`src/rtl/mok_pkg.sv`:
```
// ----------------------------------------------------------------------------
// mok_pkg
// Shared types, constants and helper functions for the mecanum odometry
// kinematics block.
// ----------------------------------------------------------------------------
package mok_pkg;

    localparam int W_W         = 32;   // wheel speed, Q16.16
    localparam int DT_W        = 24;   // step time, Q8.16
    localparam int HEAD_W      = 16;   // binary angle
    localparam int ANG_W       = 48;   // wheel angle, Q32.16
    localparam int CFG_W       = 16;
    localparam int TRIG_W      = 32;   // cos / sin, Q2.30
    localparam int CORDIC_N    = 16;
    localparam int IN_DATA_W   = 168;
    localparam int OUT_DATA_W  = 288;

    localparam int MUL_A_W     = 34;
    localparam int MUL_B_W     = 33;
    localparam int PROD_W      = MUL_A_W + MUL_B_W;

    localparam logic [CFG_W-1:0] RADIUS_RESET = 16'd4260;
    localparam logic [CFG_W-1:0] GAIN_RESET   = 16'd29789;
    localparam logic signed [TRIG_W-1:0] CORDIC_X0 = 32'sd652032874;

    // configuration register indexes
    typedef enum logic [0:0] {
        CFG_WHEEL_RADIUS = 1'b0,
        CFG_ROT_GAIN     = 1'b1
    } t_cfg_idx;

    // sequencer states
    typedef enum logic [1:0] {
        ST_IDLE,
        ST_CALC,
        ST_OUT
    } t_state;

    // what to do with a product once it comes out of the multiplier
    typedef enum logic [3:0] {
        OP_NONE,
        OP_ANG,     // wheel angle increment
        OP_YQ,      // d * r, rounded to Q.24
        OP_BX,      // body forward speed
        OP_BY,      // body lateral speed
        OP_YHI,     // upper partial product of yaw
        OP_YLO,     // lower partial product of yaw
        OP_WX0,
        OP_WX1,
        OP_WY0,
        OP_WY1
    } t_op;

    typedef struct packed {
        logic signed [MUL_A_W-1:0] a;
        logic signed [MUL_B_W-1:0] b;
        t_op                       op;
        logic [1:0]                idx;
    } t_mul_req;

    typedef struct packed {
        logic signed [PROD_W-1:0] prod;
        t_op                      op;
        logic [1:0]               idx;
    } t_mul_res;

    // arctangent of 2^-i in units of 2^32 per turn
    function automatic logic signed [TRIG_W-1:0] atan_lut(input logic [3:0] i);
        logic signed [TRIG_W-1:0] v;
        unique case (i)
            4'd0:    v = 32'sd536870912;
            4'd1:    v = 32'sd316933406;
            4'd2:    v = 32'sd167458907;
            4'd3:    v = 32'sd85004756;
            4'd4:    v = 32'sd42667331;
            4'd5:    v = 32'sd21354465;
            4'd6:    v = 32'sd10679838;
            4'd7:    v = 32'sd5340245;
            4'd8:    v = 32'sd2670163;
            4'd9:    v = 32'sd1335087;
            4'd10:   v = 32'sd667544;
            4'd11:   v = 32'sd333772;
            4'd12:   v = 32'sd166886;
            4'd13:   v = 32'sd83443;
            4'd14:   v = 32'sd41722;
            4'd15:   v = 32'sd20861;
            default: v = '0;
        endcase
        return v;
    endfunction

    function automatic logic signed [31:0] sat32(input logic signed [PROD_W-1:0] v);
        logic signed [31:0] r;
        if (v > PROD_W'(64'sd2147483647)) begin
            r = 32'sh7fff_ffff;
        end else if (v < -PROD_W'(64'sd2147483648)) begin
            r = 32'sh8000_0000;
        end else begin
            r = v[31:0];
        end
        return r;
    endfunction

endpackage

```
`src/rtl/mok_mul.sv`:
```
// ----------------------------------------------------------------------------
// mok_mul
// Shared signed multiplier with a registered product. The operation tag
// and wheel index travel alongside so the sequencer knows where the
// product belongs when it comes out in the next cycle.
// ----------------------------------------------------------------------------
module mok_mul (
    input  logic              i_clk,
    input  logic              i_rst_n,
    input  mok_pkg::t_mul_req i_req,
    output mok_pkg::t_mul_res o_res
);
    import mok_pkg::*;

    logic signed [PROD_W-1:0] r_prod;
    t_op                      r_op;
    logic [1:0]               r_idx;

    always_ff @(posedge i_clk) begin
        r_prod <= i_req.a * i_req.b;
        r_idx  <= i_req.idx;
        if (!i_rst_n) begin
            r_op <= OP_NONE;
        end else begin
            r_op <= i_req.op;
        end
    end

    assign o_res.prod = r_prod;
    assign o_res.op   = r_op;
    assign o_res.idx  = r_idx;

endmodule

```
`config.mk`:
```
export PLATFORM = sky130hd
export DESIGN_NAME = mok_mul
export DESIGN_NICKNAME = d
export VERILOG_FILES = /design/src/rtl/mok_pkg.sv /design/src/rtl/mok_mul.sv
export SDC_FILE = /design/constraint.sdc
export NUM_CORES = 2
export LEC_CHECK = 0
export BUFFER_PORTS_ARGS = -buffer_cell sky130_fd_sc_hd__buf_2
export CAP_MARGIN = 20
export CORE_AREA = 2 2 262 264
export DETAILED_ROUTE_END_ITERATION = 10
export DIE_AREA = 0 0 264 266
export PLACE_DENSITY = 0.79
export SLEW_MARGIN = 20
export SYNTH_ARGS = -nofsm -noshare
export SYNTH_HDL_FRONTEND = slang
export SYNTH_SLANG_ARGS = --single-unit
```
`constraint.sdc`:
```
create_clock -name i_clk -period 21 [get_ports i_clk]
set_clock_uncertainty 0.15 [all_clocks]
set_input_delay 4.2 -clock i_clk [delete_from_list [all_inputs] [get_ports i_clk]]
set_output_delay 4.2 -clock i_clk [all_outputs]
set_load 0.005 [all_outputs]
```
; ---- After elaboration in Yosys (flattened, before gate mapping)
; Index checks and enable logic that the tools add are counted.
[totals]
out_inout_bits = 73
reg_bits = 73
[op_classes]
multipliers = 1
[ops]
columns = op, count
row1 = multiplier 34 x 33 -> 67 bit, 1

; ---- Depth between registers and ports, before layout
[logic_depth]
depth_word = 1
mapped_depth = 30
depth_no_buf = 28

; ---- Worst setup path after synthesis
; No wires, ideal clock.
[synth_timing]
path_kind = input to register
from = in i_req[72] in the netlist's numbering
to = reg r_prod[63]
cell_stages = 24
arrival_time_ns = 11.644
setup_ns = 0.062
path_slack_ns = 9.144
required_time_ns = 20.788
cell_sequence = clkbuf_1 -> nand2_1 -> inv_1 -> fa_1 -> fa_1 -> fa_1 -> inv_1 -> fa_1 -> fa_1 -> fa_1 -> fa_1 -> fa_1 -> inv_1 -> ha_1 -> clkbuf_1 -> and3_1 -> and2_1 -> and4_1 -> a2111oi_4 -> o31ai_2 -> a311oi_4 -> o32ai_1 -> or4_1 -> nand3_1
[synth_between]
elab_chain_len = 1
[synth_rtl]
columns = item, line_no
row1 = start: declaration, mok_mul.sv:10  ; input mok_pkg::t_mul_req i_req,
row2 = multiplier 34 x 33 -> 67 bit, mok_mul.sv:20  ; r_prod <= i_req.a * i_req.b;
row3 = end signal: assignment, mok_mul.sv:20
row4 = end: declaration, mok_mul.sv:15  ; logic signed [PROD_W-1:0] r_prod;
; No other way between the ends.
; A chain may end at the register's enable or synchronous reset.

; ---- Final worst setup path
[layout_timing]
from = in i_req[9] in the netlist's numbering
to = reg r_prod[63]
; The elaborated chain is that of the path after synthesis.

==> impl_metrics.tcl <==
set metrics [dict create \
    status "finished, final reports clean" \
    utilization 0.632 \
    register_area_mm2 0.00146 \
    cp-start-kind "primary input" \
    num_rows 96 \
    hp-class "in2reg" \
    cts_root_buf "clkbuf_16" \
    drv_slew 0 \
    coreArea_mm2 0.0677 \
    tns_ns 0 \
    post_cts_buffers 0 \
    synth-xor-area-share 0.0150 \
    cts_resized 0 \
    path_max_fanout 34 \
    critPathArrivalTime_ns 13.00 \
    async_flop_share 0 \
    synth_top_family_by_area "adder cells" \
    ios 148 \
    synth-edff-count 0 \
    post-route-period-util 0.609 \
    relSlewSlack 0.268 \
    drtIter0Drc 2156 \
    mostFrequentLayoutCell "fa_1" \
    cts.clk_slew.worst_paths_ns 0.08 \
    hold_viol 0 \
    cts.sinks 73 \
    multi_input_area_mm2 0.0347 \
    syn-num-nets 5878 \
    syn_inst 4408 \
    fmax_ghz 0.0781 \
    wl_um 107000 \
    port_buffers 147 \
    synthMuxAreaShare 0.000755 \
    synth_fa_ha_area_frac 0.634 \
    cp.required_ns 21.20 \
    vias 29500 \
    ant_nets 0 \
    synth_area_mm2 0.0414 \
    ys_seq_area_frac 0.0353 \
    grt_overflow_total 0 \
    drcViolationCount 0 \
    wl_per_cell_um 20.4 \
    cts_made_buffers 9 \
    grt_setup_unrepaired "false" \
    final_cell_mix "1175 x fa_1, 1165 x inv_1, 578 x nand2_1" \
    fin_nets 5821 \
    min_period_ns 12.80 \
    synth.avg_cell_area_um2 9.40 \
    setup_viol 0 \
    synthDistinctLibCells 63 \
    ys_seq_elements 73 \
    cts_tree "yes" \
    path_class "in2reg" \
    grt_pass1_vias 33300 \
    htreeDepth 3 \
    grt_pass1_wl_um 177000 \
    grt_start_max_net_pins 35 \
    die_h_um 266 \
    cts_buffer_depth 2 \
    drive_above_1_share 0.0471 \
    drt_pass1_iterations 5 \
    area_delta_synth_final_pct 3.40 \
    yosys.area_share.simple 0.152 \
    synth_compound_area_frac 0.0356 \
    track_usage 0.328 \
    die_w_um 264 \
    vias_per_cell 5.63 \
    initial_core_util 0.612 \
    yosysWarnings 0 \
    dpl.hpwl_um 82900 \
    yosys_most_used_dff "dfxtp_1" \
    nFillCells 5514 \
    tightest_slew_ns 1.10 \
    cts_hold_buffers 0 \
    die-area_mm2 0.0702 \
    place.gp.congestion 0.912 \
    critPathCaptureType "flip-flop" \
    maxCapViolations 0 \
    antenna_found_initial 10 \
]
==> area by class of cell <==
class,instances,area share
multi-input combinational,2937,0.810
inverter,1166,0.102
sequential,73,0.0341
tap,882,0.0258
timing repair buffer,164,0.0201
clock buffer,10,0.00558
clock inverter,5,0.00131
antenna,8,0.000467
==> cells in the mapped netlist (3+ instances only) <==
master / n / area share
nor4_1: 3 / 0.00045
and3_1: 6 / 0.00091
nor2b_1: 10 / 0.0015
inv_1: 1165 / 0.11
a21o_1: 34 / 0.0062
ha_1: 219 / 0.066
nor2_1: 59 / 0.0053
o21a_1: 5 / 0.00091
o21ai_1: 5 / 0.00060
nand2_1: 578 / 0.052
buf_2: 4 / 0.00048
nor3_1: 11 / 0.0013
o21bai_1: 13 / 0.0024
nand3_1: 8 / 0.00097
a211oi_1: 8 / 0.0014
and4_1: 4 / 0.00085
fa_1: 1176 / 0.57
a21oi_1: 62 / 0.0075
dfxtp_1: 73 / 0.035
xnor2_1: 54 / 0.011
a31oi_1: 10 / 0.0015
and2_1: 555 / 0.084
clkbuf_1: 228 / 0.021
nand4_1: 11 / 0.0017
xor2_1: 17 / 0.0036
nand2b_1: 13 / 0.0020
o21ai_0: 30 / 0.0036
==> critical path, cell delays in order <==
cell	delay [ns]
buf_2	0.58
nand2_1	0.20
inv_1	0.18
fa_1	0.46
fa_1	0.51
fa_2	0.82
inv_1	0.20
fa_1	0.60
fa_1	0.46
fa_1	0.57
fa_1	0.43
fa_1	0.49
inv_1	0.04
ha_1	0.37
and3_1	0.23
and2_1	0.20
and4_1	0.23
a2111oi_4	0.72
o31ai_2	0.21
a311oi_4	0.55
o32ai_1	0.20
or4_1	0.42
nand3_1	0.08
==> layer usage <==
| layer | vias to the layer above | global-route usage | routed length [um] |
|---|---|---|---|
| li1 | 12300 | - | - |
| met3 | 413 | 0.0562 | 8360 |
| met1 | 15300 | 0.405 | 38400 |
| met4 | 6 | 0.194 | 7040 |
| met2 | 1455 | 0.548 | 53200 |
| met5 | - | 0 | 34 |
==> final timing paths <==
kind	cells past startpoint	endpoint	from
max	23	r_prod[63]	i_req[9]
min	1	r_idx[1]	i_req[1]
==> state kept, by name, indices dropped and copies added (netlist names) <==
| name | count |
|---|---|
| r_prod | 67 |
| r_idx | 2 |
| r_op | 4 |
==> stage by stage <==
stage                     hold slack [ns]  setup WS (ns)  cells  instance area (um^2)
after floorplan                      4.08           9.14   4408                 41400
after global placement               4.15           7.97   5222                 42500
after detailed placement             4.15           7.88   5222                 42500
after CTS                            3.73           8.27   5237                 42800
after global routing                 3.74           7.89   5243                 42800
final                                3.74           8.20   5245                 42800
==> cells by family (layout without fill, tap and decap cells) <==
| group | count (synthesis) | count (layout) |
|---|---|---|
| simple gates | 1264 | 1264 |
| fa+ha+maj | 1395 | 1395 |
| flops | 73 | 73 |
| xor+xnor | 71 | 71 |
| mux | 3 | 3 |
| compound gates | 204 | 204 |
| buf+inv | 1398 | 1345 |
| other cells | 0 | 8 |
Power is not shown: default switching activity piles up to over one toggle a cycle in this logic, so the estimate is an artifact.
