File: src/rtl/mok_pkg.sv
// ----------------------------------------------------------------------------
// mok_pkg
// Shared types, constants and helper functions for the mecanum odometry
// kinematics block.
// ----------------------------------------------------------------------------
package mok_pkg;

    localparam int W_W         = 32;   // wheel speed, Q16.16
    localparam int DT_W        = 24;   // step time, Q8.16
    localparam int HEAD_W      = 16;   // binary angle
    localparam int ANG_W       = 48;   // wheel angle, Q32.16
    localparam int CFG_W       = 16;
    localparam int TRIG_W      = 32;   // cos / sin, Q2.30
    localparam int CORDIC_N    = 16;
    localparam int IN_DATA_W   = 168;
    localparam int OUT_DATA_W  = 288;

    localparam int MUL_A_W     = 34;
    localparam int MUL_B_W     = 33;
    localparam int PROD_W      = MUL_A_W + MUL_B_W;

    localparam logic [CFG_W-1:0] RADIUS_RESET = 16'd4260;
    localparam logic [CFG_W-1:0] GAIN_RESET   = 16'd29789;
    localparam logic signed [TRIG_W-1:0] CORDIC_X0 = 32'sd652032874;

    // configuration register indexes
    typedef enum logic [0:0] {
        CFG_WHEEL_RADIUS = 1'b0,
        CFG_ROT_GAIN     = 1'b1
    } t_cfg_idx;

    // sequencer states
    typedef enum logic [1:0] {
        ST_IDLE,
        ST_CALC,
        ST_OUT
    } t_state;

    // what to do with a product once it comes out of the multiplier
    typedef enum logic [3:0] {
        OP_NONE,
        OP_ANG,     // wheel angle increment
        OP_YQ,      // d * r, rounded to Q.24
        OP_BX,      // body forward speed
        OP_BY,      // body lateral speed
        OP_YHI,     // upper partial product of yaw
        OP_YLO,     // lower partial product of yaw
        OP_WX0,
        OP_WX1,
        OP_WY0,
        OP_WY1
    } t_op;

    typedef struct packed {
        logic signed [MUL_A_W-1:0] a;
        logic signed [MUL_B_W-1:0] b;
        t_op                       op;
        logic [1:0]                idx;
    } t_mul_req;

    typedef struct packed {
        logic signed [PROD_W-1:0] prod;
        t_op                      op;
        logic [1:0]               idx;
    } t_mul_res;

    // arctangent of 2^-i in units of 2^32 per turn
    function automatic logic signed [TRIG_W-1:0] atan_lut(input logic [3:0] i);
        logic signed [TRIG_W-1:0] v;
        unique case (i)
            4'd0:    v = 32'sd536870912;
            4'd1:    v = 32'sd316933406;
            4'd2:    v = 32'sd167458907;
            4'd3:    v = 32'sd85004756;
            4'd4:    v = 32'sd42667331;
            4'd5:    v = 32'sd21354465;
            4'd6:    v = 32'sd10679838;
            4'd7:    v = 32'sd5340245;
            4'd8:    v = 32'sd2670163;
            4'd9:    v = 32'sd1335087;
            4'd10:   v = 32'sd667544;
            4'd11:   v = 32'sd333772;
            4'd12:   v = 32'sd166886;
            4'd13:   v = 32'sd83443;
            4'd14:   v = 32'sd41722;
            4'd15:   v = 32'sd20861;
            default: v = '0;
        endcase
        return v;
    endfunction

    function automatic logic signed [31:0] sat32(input logic signed [PROD_W-1:0] v);
        logic signed [31:0] r;
        if (v > PROD_W'(64'sd2147483647)) begin
            r = 32'sh7fff_ffff;
        end else if (v < -PROD_W'(64'sd2147483648)) begin
            r = 32'sh8000_0000;
        end else begin
            r = v[31:0];
        end
        return r;
    endfunction

endpackage

File: src/rtl/mok_cordic.sv
// ----------------------------------------------------------------------------
// mok_cordic
// Iterative rotation-mode CORDIC: one shift-add iteration per cycle, 16
// iterations. Heading is folded into +-pi/2 first; the fold negates the
// final cos and sin.
// ----------------------------------------------------------------------------
module mok_cordic (
    input  logic                                  i_clk,
    input  logic                                  i_rst_n,
    input  logic                                  i_start,
    input  logic signed [mok_pkg::HEAD_W-1:0]     i_heading,
    output logic                                  o_busy,
    output logic signed [mok_pkg::TRIG_W-1:0]     o_cos,
    output logic signed [mok_pkg::TRIG_W-1:0]     o_sin
);
    import mok_pkg::*;

    logic signed [TRIG_W-1:0] r_x;
    logic signed [TRIG_W-1:0] r_y;
    logic signed [TRIG_W-1:0] r_z;
    logic                     r_flip;
    logic [3:0]               r_iter;
    logic                     r_run;

    logic signed [HEAD_W:0]   w_h;
    logic                     w_flip;
    logic signed [TRIG_W-1:0] w_xs;
    logic signed [TRIG_W-1:0] w_ys;
    logic signed [TRIG_W-1:0] w_at;

    always_comb begin
        w_h    = (HEAD_W+1)'(i_heading);
        w_flip = 1'b0;
        if (w_h > 17'sd16384) begin
            w_h    = w_h - 17'sd32768;
            w_flip = 1'b1;
        end else if (w_h < -17'sd16384) begin
            w_h    = w_h + 17'sd32768;
            w_flip = 1'b1;
        end
    end

    assign w_xs = r_x >>> r_iter;
    assign w_ys = r_y >>> r_iter;
    assign w_at = atan_lut(r_iter);

    always_ff @(posedge i_clk) begin
        if (!i_rst_n) begin
            r_run  <= 1'b0;
            r_iter <= '0;
        end else if (i_start) begin
            r_x    <= CORDIC_X0;
            r_y    <= '0;
            r_z    <= TRIG_W'(w_h) <<< 16;
            r_flip <= w_flip;
            r_iter <= '0;
            r_run  <= 1'b1;
        end else if (r_run) begin
            // zero residual counts as positive
            if (!r_z[TRIG_W-1]) begin
                r_x <= r_x - w_ys;
                r_y <= r_y + w_xs;
                r_z <= r_z - w_at;
            end else begin
                r_x <= r_x + w_ys;
                r_y <= r_y - w_xs;
                r_z <= r_z + w_at;
            end
            r_iter <= r_iter + 4'd1;
            if (r_iter == 4'(CORDIC_N - 1)) begin
                r_run <= 1'b0;
            end
        end
    end

    assign o_busy = r_run;
    assign o_cos  = r_flip ? -r_x : r_x;
    assign o_sin  = r_flip ? -r_y : r_y;

endmodule

File: config.mk
export PLATFORM = sky130hd
export DESIGN_NAME = mok_cordic
export DESIGN_NICKNAME = d
export VERILOG_FILES = /design/src/rtl/mok_pkg.sv /design/src/rtl/mok_cordic.sv
export SDC_FILE = /design/constraint.sdc
export NUM_CORES = 1
export LEC_CHECK = 0
export BUFFER_PORTS_ARGS = -buffer_cell sky130_fd_sc_hd__buf_2
export CORE_ASPECT_RATIO = 2
export CORE_MARGIN = 3
export CORE_UTILIZATION = 46
export CTS_CLUSTER_DIAMETER = 30
export DETAILED_ROUTE_END_ITERATION = 8
export SYNTH_ARGS = -nofsm -noshare
export SYNTH_HDL_FRONTEND = slang
export SYNTH_SLANG_ARGS = --single-unit
File: constraint.sdc
create_clock -name i_clk -period 9.85 [get_ports i_clk]
set_input_delay 0.4925 -clock i_clk [delete_from_list [all_inputs] [get_ports i_clk]]
set_output_delay 0.4925 -clock i_clk [all_outputs]
set_load 0.02 [all_outputs]
Yosys cells after proc, flatten, opt, wreduce, memory -nomap -nowiden
Memories as Yosys holds them, arrays and structs flattened. A register that Yosys moved wholly into a read port is not among the register bits.
Index checks and enable logic that the tools add are counted.
{"block": "classes", "eq_ne": 1, "bitwise_logic": 1, "n_lt_le_gt_ge": 2, "mux": 17, "shifts": 2, "add_sub_neg": 11, "n_reduce_logical": 4}
{"op": "32-bit 2-to-1 mux", "n": 9}
{"op": "32-bit adder", "n": 3}
{"op": "32-bit subtractor", "n": 3}
{"op": "32-bit negator", "n": 2}
{"op": "32-bit by 4-bit >>> shifter with 32-bit output", "n": 2}
{"op": "16-bit 2-to-1 mux", "n": 2}
{"op": "16-bit adder, second input constant", "n": 1}
{"op": "16-bit greater-than comparator, second input constant", "n": 1}
{"op": "16-bit by 15-bit less-than comparator with 1-bit output, second input constant", "n": 1}
{"op": "16-bit subtractor, second input constant", "n": 1}
{"op": "4-bit 2-to-1 mux", "n": 2}
{"op": "4-bit by 1-bit adder with 4-bit output, second input constant", "n": 1}
{"op": "4-bit == test, second input constant", "n": 1}
{"op": "1-bit 2-to-1 mux", "n": 4}
{"op": "2-bit AND reduction", "n": 2}
{"op": "2-bit nonzero test", "n": 1}
{"op": "2-bit OR reduction", "n": 1}
{"op": "1-bit NOT", "n": 1}
{"block": "totals", "word_cells": 46, "input_bits": 19, "n_memories": 1, "romBits": 480, "out_inout_bits": 65, "reg_bits": 102}
{"name": "(no name shown)", "words": 16, "width": 30, "rd": 1, "rd_clocked_by_memory_dff": 1, "wr": 0, "line_no": "mok_pkg.sv:70", "text": "unique case (i)"}

Depth between registers and ports, before layout
Gate-level depths: netlist of the first run.
{"block": "logic_depth", "ltp_word": 4, "depth_mapped": 26, "ltp_nobuf": 20}

Worst setup path after synthesis of the first run
No wires, ideal clock.
{"block": "synth_path", "path_kind": "reg-to-reg", "from": "reg r_x[11]", "to": "reg r_y[28] (data pin)", "setup_time_ns": 0.269, "arrival_ns": 4.980, "required_time_ns": 9.581, "stages_incl_launch_ff": 21, "slack_ns": 4.600, "path_buffers": 1, "synth_period_minus_slack_ns": 5.250, "path_cell_list": "edfxtp_1 clkbuf_1 mux4_1 mux2_2 mux2i_1 ha_1 o21a_1 nor4b_1 nor3b_2 a21oi_1 xnor2_1 ha_1 nand2_1 or2_2 or3_1 nor3_1 o21ai_0 a31oi_1 o21ai_0 a21boi_0 nor3_1"}
{"block": "synth_between", "elab_chain_len": 4, "elab_cells_between_ends": 5, "classes_between": "add/sub: 2; shift: 1; mux: 2"}
{"element": "from (decl)", "line_no": "mok_cordic.sv:18", "text": "logic signed [TRIG_W-1:0] r_x;"}
{"element": "from (signal assigned)", "line_no": "mok_cordic.sv:61", "text": "r_x <= r_x - w_ys;"}
{"element": "from (signal assigned)", "line_no": "mok_cordic.sv:65", "text": "r_x <= r_x + w_ys;"}
{"element": "32-bit by 4-bit >>> shifter with 32-bit output (*)", "line_no": "mok_cordic.sv:43", "text": "assign w_xs = r_x >>> r_iter;"}
{"element": "32-bit adder / 32-bit subtractor (equally long branches)", "line_no": "mok_cordic.sv:62, mok_cordic.sv:66"}
{"element": "32-bit 2-to-1 mux (*)", "line_no": "mok_cordic.sv:60", "text": "if (!r_z[TRIG_W-1]) begin"}
{"element": "32-bit 2-to-1 mux (*)", "line_no": "mok_cordic.sv:58", "text": "end else if (r_run) begin"}
{"element": "to (signal assigned)", "line_no": "mok_cordic.sv:62", "text": "r_y <= r_y + w_xs;"}
{"element": "to (signal assigned)", "line_no": "mok_cordic.sv:66", "text": "r_y <= r_y - w_xs;"}
{"element": "to (decl)", "line_no": "mok_cordic.sv:19", "text": "logic signed [TRIG_W-1:0] r_y;"}
Mark *: on every way between the ends. The rest lies on a longest branch, timed or not. The select of a mux whose other input is x is not followed.
A chain may end at the register's enable or synchronous reset.

Final worst setup path of the first run
{"block": "layout_path", "from": "reg r_iter[1]", "to": "reg r_y[31] (data pin)"}
{"block": "layout_between", "elab_chain_len": 4, "elab_cells_between_ends": 5, "classes_between": "add/sub: 2; shift: 1; mux: 2"}
{"element": "from (decl)", "line_no": "mok_cordic.sv:22", "text": "logic [3:0] r_iter;"}
{"element": "from (signal assigned)", "line_no": "mok_cordic.sv:69", "text": "r_iter <= r_iter + 4'd1;"}
{"element": "32-bit by 4-bit >>> shifter with 32-bit output (*)", "line_no": "mok_cordic.sv:43"}
{"element": "32-bit adder / 32-bit subtractor (equally long branches)", "line_no": "mok_cordic.sv:62, mok_cordic.sv:66"}
{"element": "32-bit 2-to-1 mux (*)", "line_no": "mok_cordic.sv:60"}
{"element": "32-bit 2-to-1 mux (*)", "line_no": "mok_cordic.sv:58"}
Marks and branches as above.

==> flow_metrics.tcl, run 1 <==
set metrics [dict create \
    status "finished, final reports clean" \
    synth_seq_cells 132 \
    synth_edf_count 97 \
    rsz0062_at_grt "false" \
    post-route-util_pct 50.0 \
    fin_area_um2 17600 \
    finalCriticalPeriod_ns 6.93 \
    power.switching_mw 2.09 \
    cts_tree "built" \
    cts_resized 0 \
    hold_class "in2reg" \
    layout.nets 2081 \
    placed_cell_area_um2 17000 \
    yosysTopAreaCellShare_pct 17.6 \
    clkPwrFrac_pct 15.4 \
    io_buffers 83 \
    setup_violations 0 \
    clock_latency_ns 0.46 \
    crit_start "r_iter[1]$_SDFFE_PP0P_" \
    route.detailed.drc 0 \
    path_class "reg2reg" \
    io_pins 84 \
    p_leak_nw 7.00 \
    path_clk_slew_ns 0.07 \
    cts_made_buffers 17 \
    maxSlewHeadroom_pct 19.0 \
    startpoint_type "flip-flop" \
    ys.flop_type "edfxtp_1" \
    irDropWorstVdd_mv 0.140 \
    yosysMostFrequentCell "nor2_1" \
    grt_pass1_wl_mm 84.8 \
    synth_top_cell_by_area "edfxtp_1" \
    synth_fp_nets 2071 \
    yosys_warnings 0 \
    syn_area_per_cell_um2 8.53 \
    worstHoldStart "i_heading[12]" \
    r2r-start "r_iter[1]$_SDFFE_PP0P_" \
    avgRoutedWirePerCell_um 23.0 \
    drv_cap 0 \
    dr.pass1.iters 5 \
    antenna_left 0 \
    die-width_um 140 \
    grt_max_degree 72 \
    place_ws_ns 2.97 \
    die_h_um 274 \
    crit_path_end_kind "flip-flop" \
    synth.cell_area_um2 16500 \
    synthesis.instances 1936 \
    vias 15279 \
    row_count 97 \
    cts_num_sinks 132 \
    worstMarginPinSlew_ns 1.21 \
    fmax_mhz 144 \
    hold_slack_ns 0.328 \
    skew_ns 0.0143 \
    drive_gt1_share_pct 11.8 \
    pwr-share-seq_pct 24.2 \
    core_area_um2 35200 \
    dp_hpwl_mm 41.0 \
    sw_frac_of_total_pct 48.3 \
    area_growth_pct 6.63 \
    p_comb_share_pct 60.4 \
    power_density_nw_per_um2 246 \
    grt_pass1_vias 15354 \
    gp_congestion 0.988 \
    cts.htree.levels 4 \
    yosys-top-cells-area "edfxtp_1, ha_1, xnor2_1" \
    timing_hold_violations_final 0 \
    start_util_pct 46.9 \
    critPathMaxFanout 44 \
    ys_top_cells_by_count "nor2_1, nand2_1, a21oi_1" \
    internal_power_mw 2.24 \
    async_reset_ff_share_pct 0 \
    drt-initial-drc-count 798 \
    ctsLongestPathBuffers 2 \
    die-area_um2 38300 \
    cp_data_required_time_ns 10.06 \
    grt_overflow 0 \
    antennaDiodeCount 0 \
    finalMaxSlewViolations 0 \
    synth-seq-area-share_pct 21.9 \
    clock-root-buffer "clkbuf_16" \
    drt-total-wl_mm 55.2 \
    antenna_found_initial 0 \
    netlist-cell-type-count 85 \
    via_per_inst 6.36 \
    post_cts_buffers 0 \
    track_usage_pct 28.4 \
    finalCritPeriodShare_pct 70.4 \
    arrival_ns 7.14 \
    hold_buffers 0 \
    tns_ns 0 \
    setup_ws_ns 2.92 \
]
-- power by group through the flow --
stage / logic (mW) / clock network [mW] / registers, mW
final: 2.61 / 0.666 / 1.05
after global routing: 2.89 / 0.694 / 1.05
after CTS: 2.60 / 0.676 / 1.03
after detailed placement: 2.58 / 0 / 1.04
after global placement: 2.56 / 0 / 1.04
after floorplan: 2.09 / 0 / 0.854
-- placed cells by master (no fill, tap or decap), types with 29 or more instances in the layout --
master    Yosys  routed
mux2_2       29      29
ha_1        113     113
a21oi_1     163     163
a211oi_1     33      33
a21o_1       34      34
o31ai_1      34      34
mux2i_1      48      48
o21ai_0     113     113
dfxtp_1      35      31
buf_2        10      82
nand2_1     182     182
mux4_2       40      40
nor2_1      197     197
xor2_1       86      86
inv_1        59      59
xnor2_1     136     136
edfxtp_1     97      97
nor3_1       49      49
nand3_1      39      39
-- layout make-up --
class                           instances  area, um^2
Tap cell                              445         557
Clock buffer                           22         507
Clock inverter                         10        83.8
Fill cell                            3475       17600
Timing Repair Buffer                  100         546
Inverter                               62         233
Multi-Input combinational cell       1633       12100
Sequential cell                       132        3620
-- metal layers --
metal	wire length, um	vias up	track usage, %
met2	31500	446	57.4
li1	-	7206	-
met1	18600	7460	26.9
met4	3330	0	16.1
met3	1800	167	3.07
met5	0	-	0
-- registers in the layout, indices dropped and copies added (netlist names) --
register and flops:
o_busy 1, r_flip 1, r_iter 4, r_x 32, r_y 32, r_z 32, w_at 30
-- kinds of logic (layout without fill, tap and decap cells) --
kind of cell / after synthesis / after routing / share of synthesized area [%]
simple gates: 633 / 633 / 18.1
compound gates: 519 / 519 / 19.7
xor+xnor: 223 / 223 / 11.9
buf+inv: 171 / 194 / 5.14
mux: 142 / 142 / 14.3
flops: 132 / 132 / 21.9
fa+ha+maj: 116 / 116 / 8.93
-- path summary, 6_finish.rpt --
kind	cells past startpoint	endpoint	slack, ns
setup / recovery	20	r_y[31]$_SDFFCE_PP0P_	2.92
hold / removal	3	r_z[28]$_DFFE_PP_	0.33
setup reg to reg	20	r_y[31]$_SDFFCE_PP0P_	2.92
hold reg to reg	2	r_z[0]$_SDFFCE_PP0P_	0.69
-- critical path: stages, from the launching register on --
cell,delay [ns]
dfxtp_4,0.67
buf_4,0.63
mux4_1,0.67
mux2_2,0.32
mux2i_1,0.28
ha_1,0.24
o21a_1,0.18
nor4b_1,0.26
buf_4,0.20
nor3b_2,0.44
a21oi_1,0.15
xnor2_1,0.16
ha_1,0.41
nand3_1,0.23
or3_1,0.42
a211oi_1,0.59
o31ai_1,0.23
o211ai_1,0.21
a21oi_1,0.10
xnor3_1,0.20
nor2_1,0.04
-- metrics by stage --
stage / cells / total power [mW]
5_1_grt: 2404 / 4.63
4_1_cts: 2404 / 4.31
6_report: 2404 / 4.33
2_1_floorplan: 1936 / 2.94
3_3_place_gp: 2372 / 3.60
3_5_place_dp: 2372 / 3.62
Power figures use the tool's default switching activity.
==> run 2, diff against run 1 <==
clock period = 7.18 ns   (was 9.85 ns; I/O delays follow)
==> run 2 against run 1 <==
Routed wire length is 0.82% lower. Largest power group unchanged. Highest routed layer unchanged. Maximum frequency increased by 8.3%. Sequential cell count unchanged. Clock power grew 37%. Utilization about the same. Sequential share of layout area hardly changed. Worst hold slack got worse by 0.13 ns. Worst setup slack got worse by 2.1 ns.
==> flow_metrics.tcl, run 2 (synthesis results as in run 1) <==
set metrics [dict create \
    cts_resized 0 \
    cts.htree.levels 4 \
    layout.nets 2085 \
    slowest_stage "dfxtp_4" \
    drv_cap 0 \
    grt_busiest_layer "met2" \
    rsz0062_at_grt "false" \
    met1_usage_pct 28.3 \
    critPathMaxFanout 46 \
    placed_cell_area_um2 17000 \
    worstMarginPinSlew_ns 1.25 \
    core_area_um2 35200 \
    route.detailed.drc 0 \
    via_per_inst 6.33 \
    slowest_delay_ns 0.81 \
    multiInputGateArea_um2 12100 \
    grt_overflow 0 \
    arrival_ns 6.58 \
    finalCritPeriodShare_pct 89.2 \
    vias 15242 \
    post-route-util_pct 50.1 \
    power_density_nw_per_um2 336 \
    grt_pass1_wl_mm 85.6 \
    path_class "reg2reg" \
    antenna_found_initial 0 \
    layout_common_cells "nor2_1, nand2_1, a21oi_1" \
    path_clk_slew_ns 0.07 \
    gp_congestion 0.989 \
    drt-total-wl_mm 54.7 \
    met3_usage_pct 2.74 \
    grt_max_degree 76 \
    final_common_cell "nor2_1" \
    cp_data_required_time_ns 7.35 \
    die-width_um 140 \
    finalMaxSlewViolations 0 \
    post_cts_buffers 0 \
    start_util_pct 46.9 \
    die-area_um2 38300 \
    irDropWorstVdd_mv 0.224 \
    finalCriticalPeriod_ns 6.40 \
    grt_pass1_vias 15606 \
    drive_gt1_share_pct 11.9 \
    io_buffers 83 \
    largestRegisters "r_x (32), r_y (32), r_z (32)" \
    io_pins 84 \
    ctsLongestPathBuffers 2 \
    clock_latency_ns 0.46 \
    antenna_left 0 \
    setup_violations 0 \
    regArea_um2 3620 \
    status "finished, final reports clean" \
    hold_buffers 0 \
    track_usage_pct 28.4 \
    fmax_mhz 156 \
    drt-initial-drc-count 916 \
    clock-root-buffer "clkbuf_16" \
    fin_area_um2 17600 \
    path_common_cell "o21ai_0" \
    gr-usage-met2_pct 55.2 \
    path_cells "buf_4, mux4_2, a221oi_1, o21ai_0, o22ai_1, nand4_1, nor3b_2, nor2_1, xor2_1, ha_1, nand4_1, or2_2, or3_1, nor3_1, o21ai_0, a31oi_1, o21ai_0, a21boi_0, nor3_1" \
    row_count 97 \
    cts_num_sinks 132 \
    antennaDiodeCount 0 \
    p_leak_nw 7.00 \
    fill_cells 3455 \
    hold_class "in2reg" \
    avgRoutedWirePerCell_um 22.7 \
    dp_hpwl_mm 41.1 \
    crit_path_end_kind "flip-flop" \
    maxSlewHeadroom_pct 16.6 \
    cts_tree "built" \
    area_growth_pct 6.74 \
    startpoint_type "flip-flop" \
    die_h_um 274 \
    skew_ns 0.0120 \
    tns_ns 0 \
    finalNonFillerCells 2408 \
    place_inst 2376 \
    dr.pass1.iters 8 \
    timing_hold_violations_final 0 \
    cts_made_buffers 17 \
]
## run 2: cell types whose count changed in the layout (fill, tap and decap cells not counted), sizes merged
| cell | change |
|---|---|
| buf | +4 |
| bufinv | +2 |
| clkbuf | -2 |
| clkinvlp | +3 |
| inv | -3 |
## run 2: cell type report
cell class                      count  share of cell area, %
Sequential cell                   132                   20.6
Multi-Input combinational cell   1633                   68.4
Timing Repair Buffer              104                   3.27
Clock buffer                       20                   2.53
Inverter                           62                   1.32
Clock inverter                     12                  0.745
Tap cell                          445                   3.16
## run 2: final timing paths
kind,startpoint,endpoint,slack [ns],depth (start not counted)
worst max-delay path,r_iter[1]$_SDFFE_PP0P_,r_y[28]$_SDFFCE_PP0P_,0.78,19
worst min-delay path,i_heading[9],r_z[25]$_DFFE_PP_,0.19,3
worst max register to register,r_iter[1]$_SDFFE_PP0P_,r_y[28]$_SDFFCE_PP0P_,0.78,19
worst min register to register,r_z[0]$_SDFFCE_PP0P_,r_z[0]$_SDFFCE_PP0P_,0.69,2
## run 2: where the power goes
part           internal, mW  switching, mW
Clock                 0.520          0.390
Sequential             1.05          0.355
Combinational          1.52           2.10
Total                  3.08           2.84
## run 2: stage by stage
step | setup slack [ns] | total power, mW | hold slack, ns
floorplan | 1.93 | 4.03 | 0.549
global placement | 0.901 | 4.95 | 0.649
detailed placement | 0.794 | 4.97 | 0.660
CTS | 0.791 | 5.91 | 0.189
global route | 0.252 | 6.38 | 0.210
finish | 0.776 | 5.93 | 0.194
## run 2: routing by layer
layer,routed length (um),vias up
met5,0,-
met4,3740,0
met3,1910,192
met2,30500,456
met1,18600,7385
li1,-,7209
## run 2: worst max-delay path, delay by kind of cell (launching register included)
kind,cells,cell delay [ns]
AND/OR/NAND/NOR,8,2.04
AO/OA/AOI/OAI,7,1.52
flip-flops,1,0.81
multiplexers,1,0.58
buffers and inverters,1,0.55
adder cells (fa/ha/maj),1,0.41
XOR/XNOR,1,0.18
